`src/sv/b32c_pkg.sv`:
```
// b32c_pkg: shared types and constants for the base32 codec
// no dependencies; used by every other file of the block except b32c_if
`default_nettype none

package b32c_pkg;

    localparam int CFG_INDEX_W = 3;
    localparam int CFG_DATA_W  = 64;
    localparam int MAX_RESULTS = 3;
    localparam int COUNT_W     = 2;

    localparam logic [CFG_INDEX_W-1:0] REG_DIRECTION = 3'd0;
    localparam logic [CFG_INDEX_W-1:0] REG_ALPHA0    = 3'd1;
    localparam logic [CFG_INDEX_W-1:0] REG_ALPHA1    = 3'd2;
    localparam logic [CFG_INDEX_W-1:0] REG_ALPHA2    = 3'd3;
    localparam logic [CFG_INDEX_W-1:0] REG_ALPHA3    = 3'd4;

    localparam logic DIR_ENCODE = 1'b0;
    localparam logic DIR_DECODE = 1'b1;

    // character k of the alphabet is entry k
    typedef logic [31:0][7:0] alpha_t;

    typedef struct packed {
        logic [7:0] value;
        logic       valid;
        logic       error;
        logic       last;
    } result_t;

    typedef result_t [MAX_RESULTS-1:0] result_set_t;

    typedef struct packed {
        logic [11:0] store;
        logic [2:0]  held;
        logic        discarding;
    } msg_state_t;

endpackage

`default_nettype wire

```
`src/sv/b32c_if.sv`:
```
// b32c_in_if / b32c_out_if: valid-ready channels of the base32 codec
// payload fields follow the item layout; no dependencies
`default_nettype none

interface b32c_in_if;
    logic       valid;
    logic       ready;
    logic [7:0] in_value;
    logic       in_last;

    modport source (output valid, output in_value, output in_last, input ready);
    modport sink   (input valid, input in_value, input in_last, output ready);
endinterface

interface b32c_out_if;
    logic       valid;
    logic       ready;
    logic [7:0] out_value;
    logic       out_valid;
    logic       out_error;
    logic       out_last;

    modport source (output valid, output out_value, output out_valid,
                    output out_error, output out_last, input ready);
    modport sink   (input valid, input out_value, input out_valid,
                    input out_error, input out_last, output ready);
endinterface

`default_nettype wire

```
`src/sv/b32c_cfg.sv`:
```
// b32c_cfg: configuration registers (direction, four alphabet words)
// depends on b32c_pkg
`default_nettype none

module b32c_cfg
(
    input  wire logic                             clk,
    input  wire logic                             rst_n,
    input  wire logic                             write_enable,
    input  wire logic [b32c_pkg::CFG_INDEX_W-1:0] write_index,
    input  wire logic [b32c_pkg::CFG_DATA_W-1:0]  write_data,
    output logic                                  direction,
    output b32c_pkg::alpha_t                      alphabet,
    output logic                                  dir_write
);

    logic                  direction_reg;
    logic [3:0][63:0]      words_reg;

    always_ff @(posedge clk or negedge rst_n)
    begin
        if (!rst_n)
        begin
            direction_reg <= b32c_pkg::DIR_ENCODE;
            words_reg     <= '0;
        end
        else if (write_enable)
        begin
            case (write_index)
                b32c_pkg::REG_DIRECTION: direction_reg <= write_data[0];
                b32c_pkg::REG_ALPHA0:    words_reg[0]  <= write_data;
                b32c_pkg::REG_ALPHA1:    words_reg[1]  <= write_data;
                b32c_pkg::REG_ALPHA2:    words_reg[2]  <= write_data;
                b32c_pkg::REG_ALPHA3:    words_reg[3]  <= write_data;
                default: ;
            endcase
        end
    end

    assign direction = direction_reg;
    assign alphabet  = b32c_pkg::alpha_t'(words_reg);
    assign dir_write = write_enable && (write_index == b32c_pkg::REG_DIRECTION);

endmodule

`default_nettype wire

```
`src/sv/b32c_step.sv`:
```
// b32c_step: results and next message state for one item
// depends on b32c_pkg
`default_nettype none

module b32c_step
(
    input  wire logic                   direction,
    input  wire b32c_pkg::alpha_t       alphabet,
    input  wire b32c_pkg::msg_state_t   state,
    input  wire logic [7:0]             value,
    input  wire logic                   last,
    output b32c_pkg::result_set_t       results,
    output logic [b32c_pkg::COUNT_W-1:0] count,
    output b32c_pkg::msg_state_t        state_next
);

    always_comb
    begin
        logic [11:0] ebuf;
        logic [11:0] dbuf;
        logic [11:0] tmp;
        logic [3:0]  ecnt;
        logic [3:0]  er1;
        logic [3:0]  rem;
        logic [3:0]  dcnt;
        logic [4:0]  idx;
        logic [4:0]  val;
        logic        found;
        logic [b32c_pkg::COUNT_W-1:0] n;

        results    = '0;
        n          = '0;
        state_next = state;
        ebuf       = '0;
        dbuf       = '0;
        tmp        = '0;
        ecnt       = '0;
        er1        = '0;
        rem        = '0;
        dcnt       = '0;
        idx        = '0;
        val        = '0;
        found      = 1'b0;

        if (direction == b32c_pkg::DIR_ENCODE)
        begin
            ebuf = {state.store[3:0], value};
            ecnt = {1'b0, state.held} + 4'd8;
            if (ecnt > 4'd12)
                ecnt = 4'd12;
            // first full group
            tmp = ebuf >> (ecnt - 4'd5);
            idx = tmp[4:0];
            er1 = ecnt - 4'd5;
            results[0] = '{alphabet[idx], 1'b1, 1'b0, last && (er1 == 4'd0)};
            n   = 2'd1;
            rem = er1;
            // second full group
            if (er1 >= 4'd5)
            begin
                tmp = ebuf >> (er1 - 4'd5);
                idx = tmp[4:0];
                rem = er1 - 4'd5;
                results[1] = '{alphabet[idx], 1'b1, 1'b0, last && (rem == 4'd0)};
                n   = 2'd2;
            end
            if (last)
            begin
                // zero-filled tail character
                if (rem != 4'd0)
                begin
                    tmp = ebuf << (4'd5 - rem);
                    idx = tmp[4:0];
                    results[n] = '{alphabet[idx], 1'b1, 1'b0, 1'b1};
                    n = n + 2'd1;
                end
                state_next = '0;
            end
            else
            begin
                state_next.store      = ebuf & ((12'd1 << rem) - 12'd1);
                state_next.held       = rem[2:0];
                state_next.discarding = 1'b0;
            end
        end
        else if (state.discarding)
        begin
            if (last)
            begin
                results[0] = '{8'd0, 1'b0, 1'b1, 1'b1};
                n          = 2'd1;
                state_next = '0;
            end
        end
        else
        begin
            // lowest matching index wins; nul never matches
            for (int k = 31; k >= 0; k--)
            begin
                if ((alphabet[k] == value) && (value != 8'd0))
                begin
                    found = 1'b1;
                    val   = 5'(k);
                end
            end
            if (!found)
            begin
                results[0]            = '{8'd0, 1'b0, 1'b1, last};
                n                     = 2'd1;
                state_next.store      = '0;
                state_next.held       = '0;
                state_next.discarding = !last;
            end
            else
            begin
                dbuf = {state.store[6:0], val};
                dcnt = {1'b0, state.held} + 4'd5;
                rem  = dcnt;
                if (dcnt >= 4'd8)
                begin
                    tmp        = dbuf >> (dcnt - 4'd8);
                    results[0] = '{tmp[7:0], 1'b1, 1'b0, last};
                    n          = 2'd1;
                    rem        = dcnt - 4'd8;
                end
                else if (last)
                begin
                    results[0] = '{8'd0, 1'b0, 1'b0, 1'b1};
                    n          = 2'd1;
                end
                if (last)
                    state_next = '0;
                else
                begin
                    state_next.store      = dbuf & ((12'd1 << rem) - 12'd1);
                    state_next.held       = rem[2:0];
                    state_next.discarding = 1'b0;
                end
            end
        end

        count = n;
    end

endmodule

`default_nettype wire

```
`src/sv/b32c_outbuf.sv`:
```
// b32c_outbuf: result register holding up to three results of one item
// depends on b32c_pkg; drains one result per cycle while out_ready is high
`default_nettype none

module b32c_outbuf
(
    input  wire logic                          clk,
    input  wire logic                          rst_n,
    input  wire logic                          load,
    input  wire logic [b32c_pkg::COUNT_W-1:0]  load_count,
    input  wire b32c_pkg::result_set_t         load_results,
    input  wire logic                          out_ready,
    output logic                               out_valid,
    output b32c_pkg::result_t                  out_item,
    output logic                               can_load
);

    b32c_pkg::result_set_t          items_reg;
    logic [b32c_pkg::COUNT_W-1:0]   remain_reg;
    logic [b32c_pkg::COUNT_W-1:0]   remain_next;
    logic [b32c_pkg::COUNT_W-1:0]   ptr_reg;
    logic [b32c_pkg::COUNT_W-1:0]   ptr_next;
    logic                           fire;

    assign out_valid = (remain_reg != '0);
    assign fire      = out_valid && out_ready;
    assign can_load  = (remain_reg == '0) || ((remain_reg == 2'd1) && out_ready);

    always_comb
    begin
        remain_next = remain_reg;
        ptr_next    = ptr_reg;
        if (load)
        begin
            remain_next = load_count;
            ptr_next    = '0;
        end
        else if (fire)
        begin
            remain_next = remain_reg - 2'd1;
            ptr_next    = ptr_reg + 2'd1;
        end
    end

    always_comb
    begin
        case (ptr_reg)
            2'd0:    out_item = items_reg[0];
            2'd1:    out_item = items_reg[1];
            2'd2:    out_item = items_reg[2];
            default: out_item = items_reg[0];
        endcase
    end

    always_ff @(posedge clk or negedge rst_n)
    begin
        if (!rst_n)
        begin
            remain_reg <= '0;
            ptr_reg    <= '0;
        end
        else
        begin
            remain_reg <= remain_next;
            ptr_reg    <= ptr_next;
        end
    end

    always_ff @(posedge clk)
    begin
        if (load)
            items_reg <= load_results;
    end

endmodule

`default_nettype wire

```
`src/sv/base32_codec_unit.sv`:
```
// base32_codec_unit: top level of the base32 codec without padding
// depends on b32c_pkg, b32c_if, b32c_cfg, b32c_step, b32c_outbuf
//
// An item is taken into the message state and its results (up to three) are written in
// the same cycle into a result register, which hands them out one per cycle while the
// receiver is ready; the next item is taken while the last of those results leaves. An
// item yields one or two characters per byte when encoding (8/5 on average over a long
// message, three for a final byte that closes with a tail character) and at most one
// byte per character when decoding. The result register drain sets the pace.
// The user must write configuration only while no results are pending; the block itself
// does not enforce it. A direction write also clears the message state.
`default_nettype none

module base32_codec_unit
(
    input  wire logic                             clk,
    input  wire logic                             rst_n,
    b32c_in_if.sink                               request,
    b32c_out_if.source                            result,
    input  wire logic                             write_enable,
    input  wire logic [b32c_pkg::CFG_INDEX_W-1:0] write_index,
    input  wire logic [b32c_pkg::CFG_DATA_W-1:0]  write_data
);

    logic                           direction;
    b32c_pkg::alpha_t               alphabet;
    logic                           dir_write;
    b32c_pkg::msg_state_t           state_reg;
    b32c_pkg::msg_state_t           state_next;
    b32c_pkg::result_set_t          step_results;
    logic [b32c_pkg::COUNT_W-1:0]   step_count;
    logic                           can_load;
    logic                           accept;
    b32c_pkg::result_t              out_item;

    b32c_cfg u_cfg
    (
        .clk          (clk),
        .rst_n        (rst_n),
        .write_enable (write_enable),
        .write_index  (write_index),
        .write_data   (write_data),
        .direction    (direction),
        .alphabet     (alphabet),
        .dir_write    (dir_write)
    );

    b32c_step u_step
    (
        .direction  (direction),
        .alphabet   (alphabet),
        .state      (state_reg),
        .value      (request.in_value),
        .last       (request.in_last),
        .results    (step_results),
        .count      (step_count),
        .state_next (state_next)
    );

    assign request.ready = can_load;
    assign accept        = request.valid && can_load;

    // message state
    always_ff @(posedge clk or negedge rst_n)
    begin
        if (!rst_n)
            state_reg <= '0;
        else if (dir_write)
            state_reg <= '0;
        else if (accept)
            state_reg <= state_next;
    end

    b32c_outbuf u_outbuf
    (
        .clk          (clk),
        .rst_n        (rst_n),
        .load         (accept),
        .load_count   (step_count),
        .load_results (step_results),
        .out_ready    (result.ready),
        .out_valid    (result.valid),
        .out_item     (out_item),
        .can_load     (can_load)
    );

    assign result.out_value = out_item.value;
    assign result.out_valid = out_item.valid;
    assign result.out_error = out_item.error;
    assign result.out_last  = out_item.last;

endmodule

`default_nettype wire

```
`src/flat_wrapper.sv`:
```
// flat-port wrapper written by rule: the top's interface ports become plain ports
module base32_codec_unit_flat 
  (clk, rst_n, write_enable, write_index, write_data, request_valid, request_in_value, request_in_last, request_ready, result_valid, result_out_value, result_out_valid, result_out_error, result_out_last, result_ready);
  b32c_in_if request_i ();
  b32c_out_if result_i ();
  input  wire logic clk;
  input  wire logic rst_n;
  input  wire logic write_enable;
  input  wire logic [b32c_pkg::CFG_INDEX_W-1:0] write_index;
  input  wire logic [b32c_pkg::CFG_DATA_W-1:0] write_data;
  input wire logic [$bits(request_i.valid)-1:0] request_valid;
  input wire logic [$bits(request_i.in_value)-1:0] request_in_value;
  input wire logic [$bits(request_i.in_last)-1:0] request_in_last;
  output wire logic [$bits(request_i.ready)-1:0] request_ready;
  output wire logic [$bits(result_i.valid)-1:0] result_valid;
  output wire logic [$bits(result_i.out_value)-1:0] result_out_value;
  output wire logic [$bits(result_i.out_valid)-1:0] result_out_valid;
  output wire logic [$bits(result_i.out_error)-1:0] result_out_error;
  output wire logic [$bits(result_i.out_last)-1:0] result_out_last;
  input wire logic [$bits(result_i.ready)-1:0] result_ready;
  assign request_i.valid = request_valid;
  assign request_i.in_value = request_in_value;
  assign request_i.in_last = request_in_last;
  assign request_ready = request_i.ready;
  assign result_valid = result_i.valid;
  assign result_out_value = result_i.out_value;
  assign result_out_valid = result_i.out_valid;
  assign result_out_error = result_i.out_error;
  assign result_out_last = result_i.out_last;
  assign result_i.ready = result_ready;
  base32_codec_unit u_core (.clk(clk), .rst_n(rst_n), .request(request_i), .result(result_i), .write_enable(write_enable), .write_index(write_index), .write_data(write_data));
endmodule
```
`config.mk`:
```
export PLATFORM = sky130hd
export DESIGN_NAME = base32_codec_unit_flat
export DESIGN_NICKNAME = d
export VERILOG_FILES = /design/src/sv/b32c_pkg.sv /design/src/sv/b32c_if.sv /design/src/sv/b32c_cfg.sv /design/src/sv/b32c_step.sv /design/src/sv/b32c_outbuf.sv /design/src/sv/base32_codec_unit.sv /design/src/flat_wrapper.sv
export SDC_FILE = /design/constraint.sdc
export NUM_CORES = 1
export LEC_CHECK = 0
export ABC_AREA = 1
export ABC_CLOCK_PERIOD_IN_PS = 5600
export BUFFER_PORTS_ARGS = -buffer_cell sky130_fd_sc_hd__buf_2
export CORE_MARGIN = 1
export CORE_UTILIZATION = 35
export CTS_CLUSTER_SIZE = 8
export DETAILED_ROUTE_END_ITERATION = 8
export PLACE_DENSITY = 0.52
export SLEW_MARGIN = 20
export SYNTH_ARGS = -nofsm -noshare
export SYNTH_HDL_FRONTEND = slang
export SYNTH_SLANG_ARGS = --single-unit
export TNS_END_PERCENT = 100
```
`constraint.sdc`:
```
create_clock -name clk -period 5.6 [get_ports clk]
set_clock_uncertainty 0.05 [all_clocks]
set_input_delay 0.28 -clock clk [delete_from_list [all_inputs] [get_ports clk]]
set_output_delay 0.28 -clock clk [all_outputs]
set_load 0.005 [all_outputs]
```
==> results.ini, run 1 <==
[outcome]
status=finished, violations left
violations=DRC

[synth]
postSynth.asyncResetShare_pct=90.07
synth_edf_count=30
synth-compound-area-share_pct=26.66
synth-xor-area-share_pct=7.590
synth_seq_cells=302
synthAdderAreaFrac_pct=0.8510
syn_nets=3476
syn-mean-instance-area_um2=6.962
synth_simple_gate_area_share_pct=22.03
syn_inst=3379
synth_area_um2=23530
yosysSeqAreaShare_pct=32.76
synth_top_family_by_area=compound AO/OA/AOI/OAI gates
yosysUniqueCellTypes=60
muxShareOfSynthArea_pct=0.1702
synth_warnings=0
synth_top_flop_cell=dfrtp_1

[drt]
final_antenna_net_count=0
routedWlPerCell_um=26.53
drt_first_pass_iters=8
viasPerCell=5.922
vias=25120
drt_iter0_drc=3312
wl_um=112500
drc=4

[sta]
fmax_mhz=191.9
worstMarginPinSlew_ns=1.167
slew_violations=0
period_share_pct=93.03
fin_setup_tns_ns=0
min_period_ns=5.210
relSlewSlack_pct=20.18
hold_viol=0
rsz0062_at_grt=false
setup_violations=0

[power_and_ir_drop]
sw_frac_of_total_pct=58.22
power_density_nw_per_um2=765.1
clock_power_share_pct=12.7
p_int_mw=8.330
switching_power_mw=11.61
peakVddDrop_mv=0.9639
p_leak_nw=11.50
combPwrFrac_pct=69.1
p_seq_share_pct=18.2

[die]
coreArea_um2=66100
ios=94
initial_utilization_pct=35.59
placementRows=94
dieArea_um2=68250
die_h_um=261.3
die_width_um=261.3

[finish]
layout_commonest_cell=nand2_1
nets=3462
mostFrequentLayoutCells=nand2_1 (716), o21ai_0 (579), dfrtp_1 (272)
fillCellCount=6972
antenna_cells=0
layout-drive-gt1-share_pct=8.289
instances_no_fill=4242
largest_reg_flops=256
area_delta_synth_final_pct=10.78

[setup_path]
cpMaxStageDelayCell=a41oi_2
cp_num_buf_inv=5
path_class=reg2reg
cp_slowest_stage_delay_ns=0.83
worstSetupStartpointType=flop
worstPathArrival_ns=5.49
cp_cell_sequence=inv_1, nor2_1, inv_2, ha_1, nand2_1, inv_1, or2_0, nor2_1, nand2_1, a41oi_2, clkinv_2, buf_12, o21ai_0, o22ai_1, o211ai_1, nand3_1, a32o_1
end_kind=flop
cp_top_family=compound AO/OA/AOI/OAI gates
worst_ep_required_time_ns=5.88
cp_max_fo=91

[cts]
clkSlewWorstSetupHoldPaths_ns=0.06
cts_tree=done
root_buffer=clkbuf_16
clk_latency_ns=0.59
cts.path.max_buffers=3
cts_setup_buffers=0
htree_levels=2
cts_buffers=45
cts.sinks=302

[min_path]
hp-class=in2reg

[placement]
dp.cells=4156
port_buffers=93
gp_congestion=1.055
post-dp-hpwl_um=82770

[global_routing]
grt_max_degree=156
grt_use_total_pct=32.49
grt_first_pass_wirelength_um=161400
antenna_found_initial=3
gr-total-overflow=0
grt_pass1_vias=22613

[job]
cap_violations=0

## logic make-up (layout without fill, tap and decap cells)
logic type / after synthesis / in the layout
buffers and inverters: 530 / 529
and+or+nand+nor: 1244 / 1244
adders and majority gates: 16 / 16
DFF: 302 / 302
xor gates and xnor gates: 203 / 203
muxes: 4 / 4
AOI/OAI and AO/OA: 1080 / 1080
## Yosys cell counts, drive strengths merged (2+ instances only)
cell type    n  area, um^2
or2          5       31.29
o31ai        5       37.54
o211ai     133        1003
o221ai      43       376.6
a211oi      16       130.1
xnor2       70       613.1
nand3b       4       30.03
o22ai       52       331.6
a2111oi      6       52.55
xor2       133        1172
edfxtp      30       900.9
o311ai      17       148.9
nor3        27       135.1
nor4        29       187.7
a32o        11       110.1
nand3      155       780.8
inv        271        1025
ha          16       200.2
nand4       42       277.8
mux2i        4       40.04
o21ai      608        3058
clkbuf     138       518.0
a21oi      165       825.8
o32ai        3       26.28
buf        120       792.0
dfrtp      272        6807
o41ai        7       61.31
a41oi        2       25.03
nor2       258       990.9
nand2      722        2733
a31oi        8       50.05
## power by group through the flow
| stage | registers, mW | logic, mW | clock network, mW |
|---|---|---|---|
| floorplan | 3.21 | 8.67 | 0 |
| global placement | 3.63 | 13.2 | 0 |
| detailed placement | 3.63 | 13.2 | 0 |
| CTS | 3.59 | 13.3 | 2.58 |
| global route | 3.64 | 14.6 | 2.66 |
| finish | 3.63 | 13.8 | 2.54 |
## stage by stage
step,utilization (%),power [mW],setup slack (ns),hold WS (ns),cell area [um^2]
2_1_floorplan,-,11.89,1.544,-0.06559,23530
3_3_place_gp,37.13,16.87,0.5799,0.3088,24540
3_5_place_dp,37.13,16.82,0.5891,0.3119,24540
4_1_cts,39.43,19.43,0.5620,0.0009836,26060
5_1_grt,39.43,20.91,0.2763,0.02177,26060
6_report,39.43,19.94,0.3902,0.002035,26060
## cell type report
cell class              instances  area [um^2]  area share, %
inverters                     272         1033          3.966
clock buffers                  57         1232          4.729
multi-input cells            2547        13560          52.03
clock inverters                 3        26.28         0.1008
repair buffers                197         1421          5.454
flip-flops and latches        302         7707          29.57
well taps                     864         1081          4.148
## final timing paths
kind	slack (ns)	cells past startpoint	startpoint	endpoint
hold / removal	0.002	3	write_data[20]	u_core.u_cfg.alphabet[148]
setup / recovery	0.39	17	u_core.state_reg[2]	u_core.u_outbuf.items_reg[8]
max in group asynchronous	3.91	3	rst_n	u_core.u_cfg.alphabet[8]
min in group asynchronous	0.29	2	rst_n	u_core.u_cfg.alphabet[178]
setup reg to reg	0.39	17	u_core.state_reg[2]	u_core.u_outbuf.items_reg[8]
hold reg to reg	0.47	2	u_core.u_cfg.alphabet[162]	u_core.u_cfg.alphabet[162]
## tightest hold or removal path, cell delays in order
cell	delay, ns
buf_2	0.08
inv_1	0.08
o21ai_0	0.16
## routing by layer
layer / up-vias / track usage, % / routed length [um]
met5: - / 0 / 13
met4: 2 / 15.84 / 6267
met3: 292 / 5.449 / 10040
met2: 1356 / 49.87 / 49040
met1: 11946 / 44.18 / 47160
li1: 11524 / - / -
## repair_timing
action | CTS | global route
gates resized for setup | 0 | 0
endpoints found under the hold margin | 168 | 0
hold buffers | 26 | 0
endpoints found under the setup margin | 0 | 0
Power figures use the tool's default switching activity.
==> run 2: changes to the inputs <==
SYNTH_HIERARCHICAL = 1   (was unset)
==> run 2 against run 1 <==
  * The run now ends clean
  * Via count grew 11%
  * Die area rose by 9.2%
  * Register-to-register slack improved by 0.31 ns
  * Global-route usage is 1.4 points higher
  * Highest routed layer is now met4
  * Critical path type unchanged
  * Worst hold slack gained 0.036 ns
  * Synthesized cell count increased by 15%
  * Wire length rose by 13%
  * Maximum frequency rose by 6.3%
==> results.ini, run 2 <==
[die]
coreArea_um2=72100  ; +9.1%
die_h_um=273.0  ; +4.5%
ios=94  ; unchanged
dieArea_um2=74500  ; +9.2%
initial_utilization_pct=35.64  ; +0.049 points
placementRows=98  ; +4.3%
die_width_um=273.0  ; +4.5%

[sta]
period_share_pct=87.53  ; -5.5 points
holdWs_ns=0.03755  ; +0.03552 ns
worstMarginPinSlew_ns=1.165  ; -0.001904 ns
rsz0062_at_grt=false
fin_setup_tns_ns=0  ; unchanged
fmax_mhz=204.0  ; +6.3%
relSlewSlack_pct=22.07  ; +1.9 points
setup_violations=0  ; unchanged
slew_violations=0  ; unchanged
min_period_ns=4.902  ; -0.3082 ns
setup_ws_ns=0.6984  ; +0.3082 ns
hold_viol=0  ; unchanged

[setup_path]
cp_max_fo=32  ; -65%
path_class=reg2reg
worstSetupStartpointType=flop
worst_ep_required_time_ns=5.95  ; +0.07 ns
worstPathArrival_ns=5.25  ; -0.24 ns
r2r_cells=18  ; +1
end_kind=flop

[global_routing]
grt_max_degree=144  ; -7.7%
grt_first_pass_wirelength_um=184600  ; +14%
gr-total-overflow=0  ; unchanged
grt_use_total_pct=33.89  ; +1.4 points
antenna_found_initial=1  ; -2
grt_pass1_vias=25639  ; +13%

[drt]
final_antenna_net_count=0  ; unchanged
wl_um=127700  ; +13%
routedWlPerCell_um=26.33  ; -0.76%
viasPerCell=5.739  ; -3.1%
drt_iter0_drc=3188  ; -3.7%
drt_first_pass_iters=8  ; unchanged
drc=0  ; -4
vias=27827  ; +11%

[cts]
cts_tree=done
clk_latency_ns=0.59  ; about the same
cts.sinks=305  ; +0.99%
root_buffer=clkbuf_16
cts.path.max_buffers=3  ; unchanged
cts_setup_buffers=0  ; unchanged
htree_levels=2  ; unchanged
clkSlewWorstSetupHoldPaths_ns=0.07  ; about the same
cts_buffers=45  ; unchanged

[finish]
postLayoutCoreUtil_pct=39.72  ; +0.30 points
regArea_um2=7797  ; +1.2%
layout-drive-gt1-share_pct=8.259  ; -0.030 points
multi_input_area_um2=15490  ; +14%
largest_reg_flops=256  ; unchanged
layout_commonest_cell=nand2_1
fillCellCount=7807  ; +12%
antenna_cells=0  ; unchanged
nets=3993  ; +15%
mostFrequentLayoutCells=nand2_1 (1356), nand3_1 (385), dfrtp_1 (272)
fin_area_um2=28640  ; +9.9%
instances_no_fill=4849  ; +14%
area_delta_synth_final_pct=11.46

[placement]
port_buffers=93  ; unchanged
dp_worst_setup_slack_ns=0.8146  ; +0.2255 ns
gp_congestion=1.017  ; -3.6%
post-dp-hpwl_um=93520  ; +13%
dp.cells=4729  ; +14%
post_dp_cell_area_um2=26750  ; +9.0%

[synth]
synth_area_um2=25700  ; +9.2%
synth_warnings=6  ; +6
syn_inst=3894  ; +15%
syn-mean-instance-area_um2=6.599  ; -5.2%

[outcome]
status=finished clean

[min_path]
hp-class=in2reg
min_path_cells=3  ; unchanged

[power_and_ir_drop]
total_power_mw=19.84  ; -0.50%
power_density_nw_per_um2=692.7  ; -9.5%
peakVddDrop_mv=0.5460  ; -43%
p_leak_nw=13.98  ; +22%

[job]
cap_violations=0  ; unchanged

[run 2: cell type report]
| cell class | instances | share of cell area [%] |
|---|---|---|
| Sequential cell | 305 | 27.22 |
| Multi-Input combinational cell | 3028 | 54.08 |
| Inverter | 273 | 3.613 |
| Timing Repair Buffer | 235 | 6.492 |
| Clock buffer | 57 | 4.382 |
| Clock inverter | 1 | 0.05679 |
| Tap cell | 950 | 4.150 |
[run 2: path summary, 6_finish.rpt]
| path | start | slack [ns] | endpoint |
|---|---|---|---|
| max | u_core/state_reg[3] | 0.70 | u_core/u_outbuf/items_reg[6] |
| min | write_data[0] | 0.04 | u_core/u_cfg/alphabet[128] |
| max reg2reg | u_core/state_reg[3] | 0.70 | u_core/u_outbuf/items_reg[6] |
| min reg2reg | u_core/u_cfg/alphabet[46] | 0.44 | u_core/u_cfg/alphabet[46] |
| max in group asynchronous | rst_n | 3.97 | u_core/u_cfg/alphabet[250] |
| min in group asynchronous | rst_n | 0.19 | u_core/u_cfg/alphabet[47] |
[run 2: repair_timing]
action                                 4_1_cts  5_1_grt
hold buffers                                62        0
resized for setup                            0        0
endpoints found under the hold margin      299        0
[run 2: power by group]
group	leakage (nW)	internal, mW	switching, mW	total, mW
logic	9.61	4.03	9.61	13.6
clock network	0.621	1.54	1.05	2.58
registers	3.75	2.83	0.782	3.61
[run 2: critical path: stages, from the launching register on]
cell,delay (ns)
dfrtp_1,0.55
inv_2,0.17
ha_1,0.24
inv_2,0.18
ha_1,0.20
xor2_1,0.35
inv_2,0.14
nor2_1,0.27
nand2_1,0.14
a41oi_4,0.96
inv_2,0.06
buf_4,0.30
nand2_1,0.14
nand3_1,0.14
nand3_1,0.12
o21ai_0,0.09
o21ai_1,0.22
nand2_1,0.19
o31ai_1,0.15
[run 2: metal layers]
| layer | vias to the layer above | GRT usage (%) | part of all wire (%) |
|---|---|---|---|
| li1 | 12913 | - | - |
| met1 | 13261 | 46.76 | 42 |
| met2 | 1386 | 53.39 | 45 |
| met3 | 267 | 3.444 | 7.4 |
| met4 | 0 | 15.19 | 5.1 |
| met5 | - | 0 | 0 |
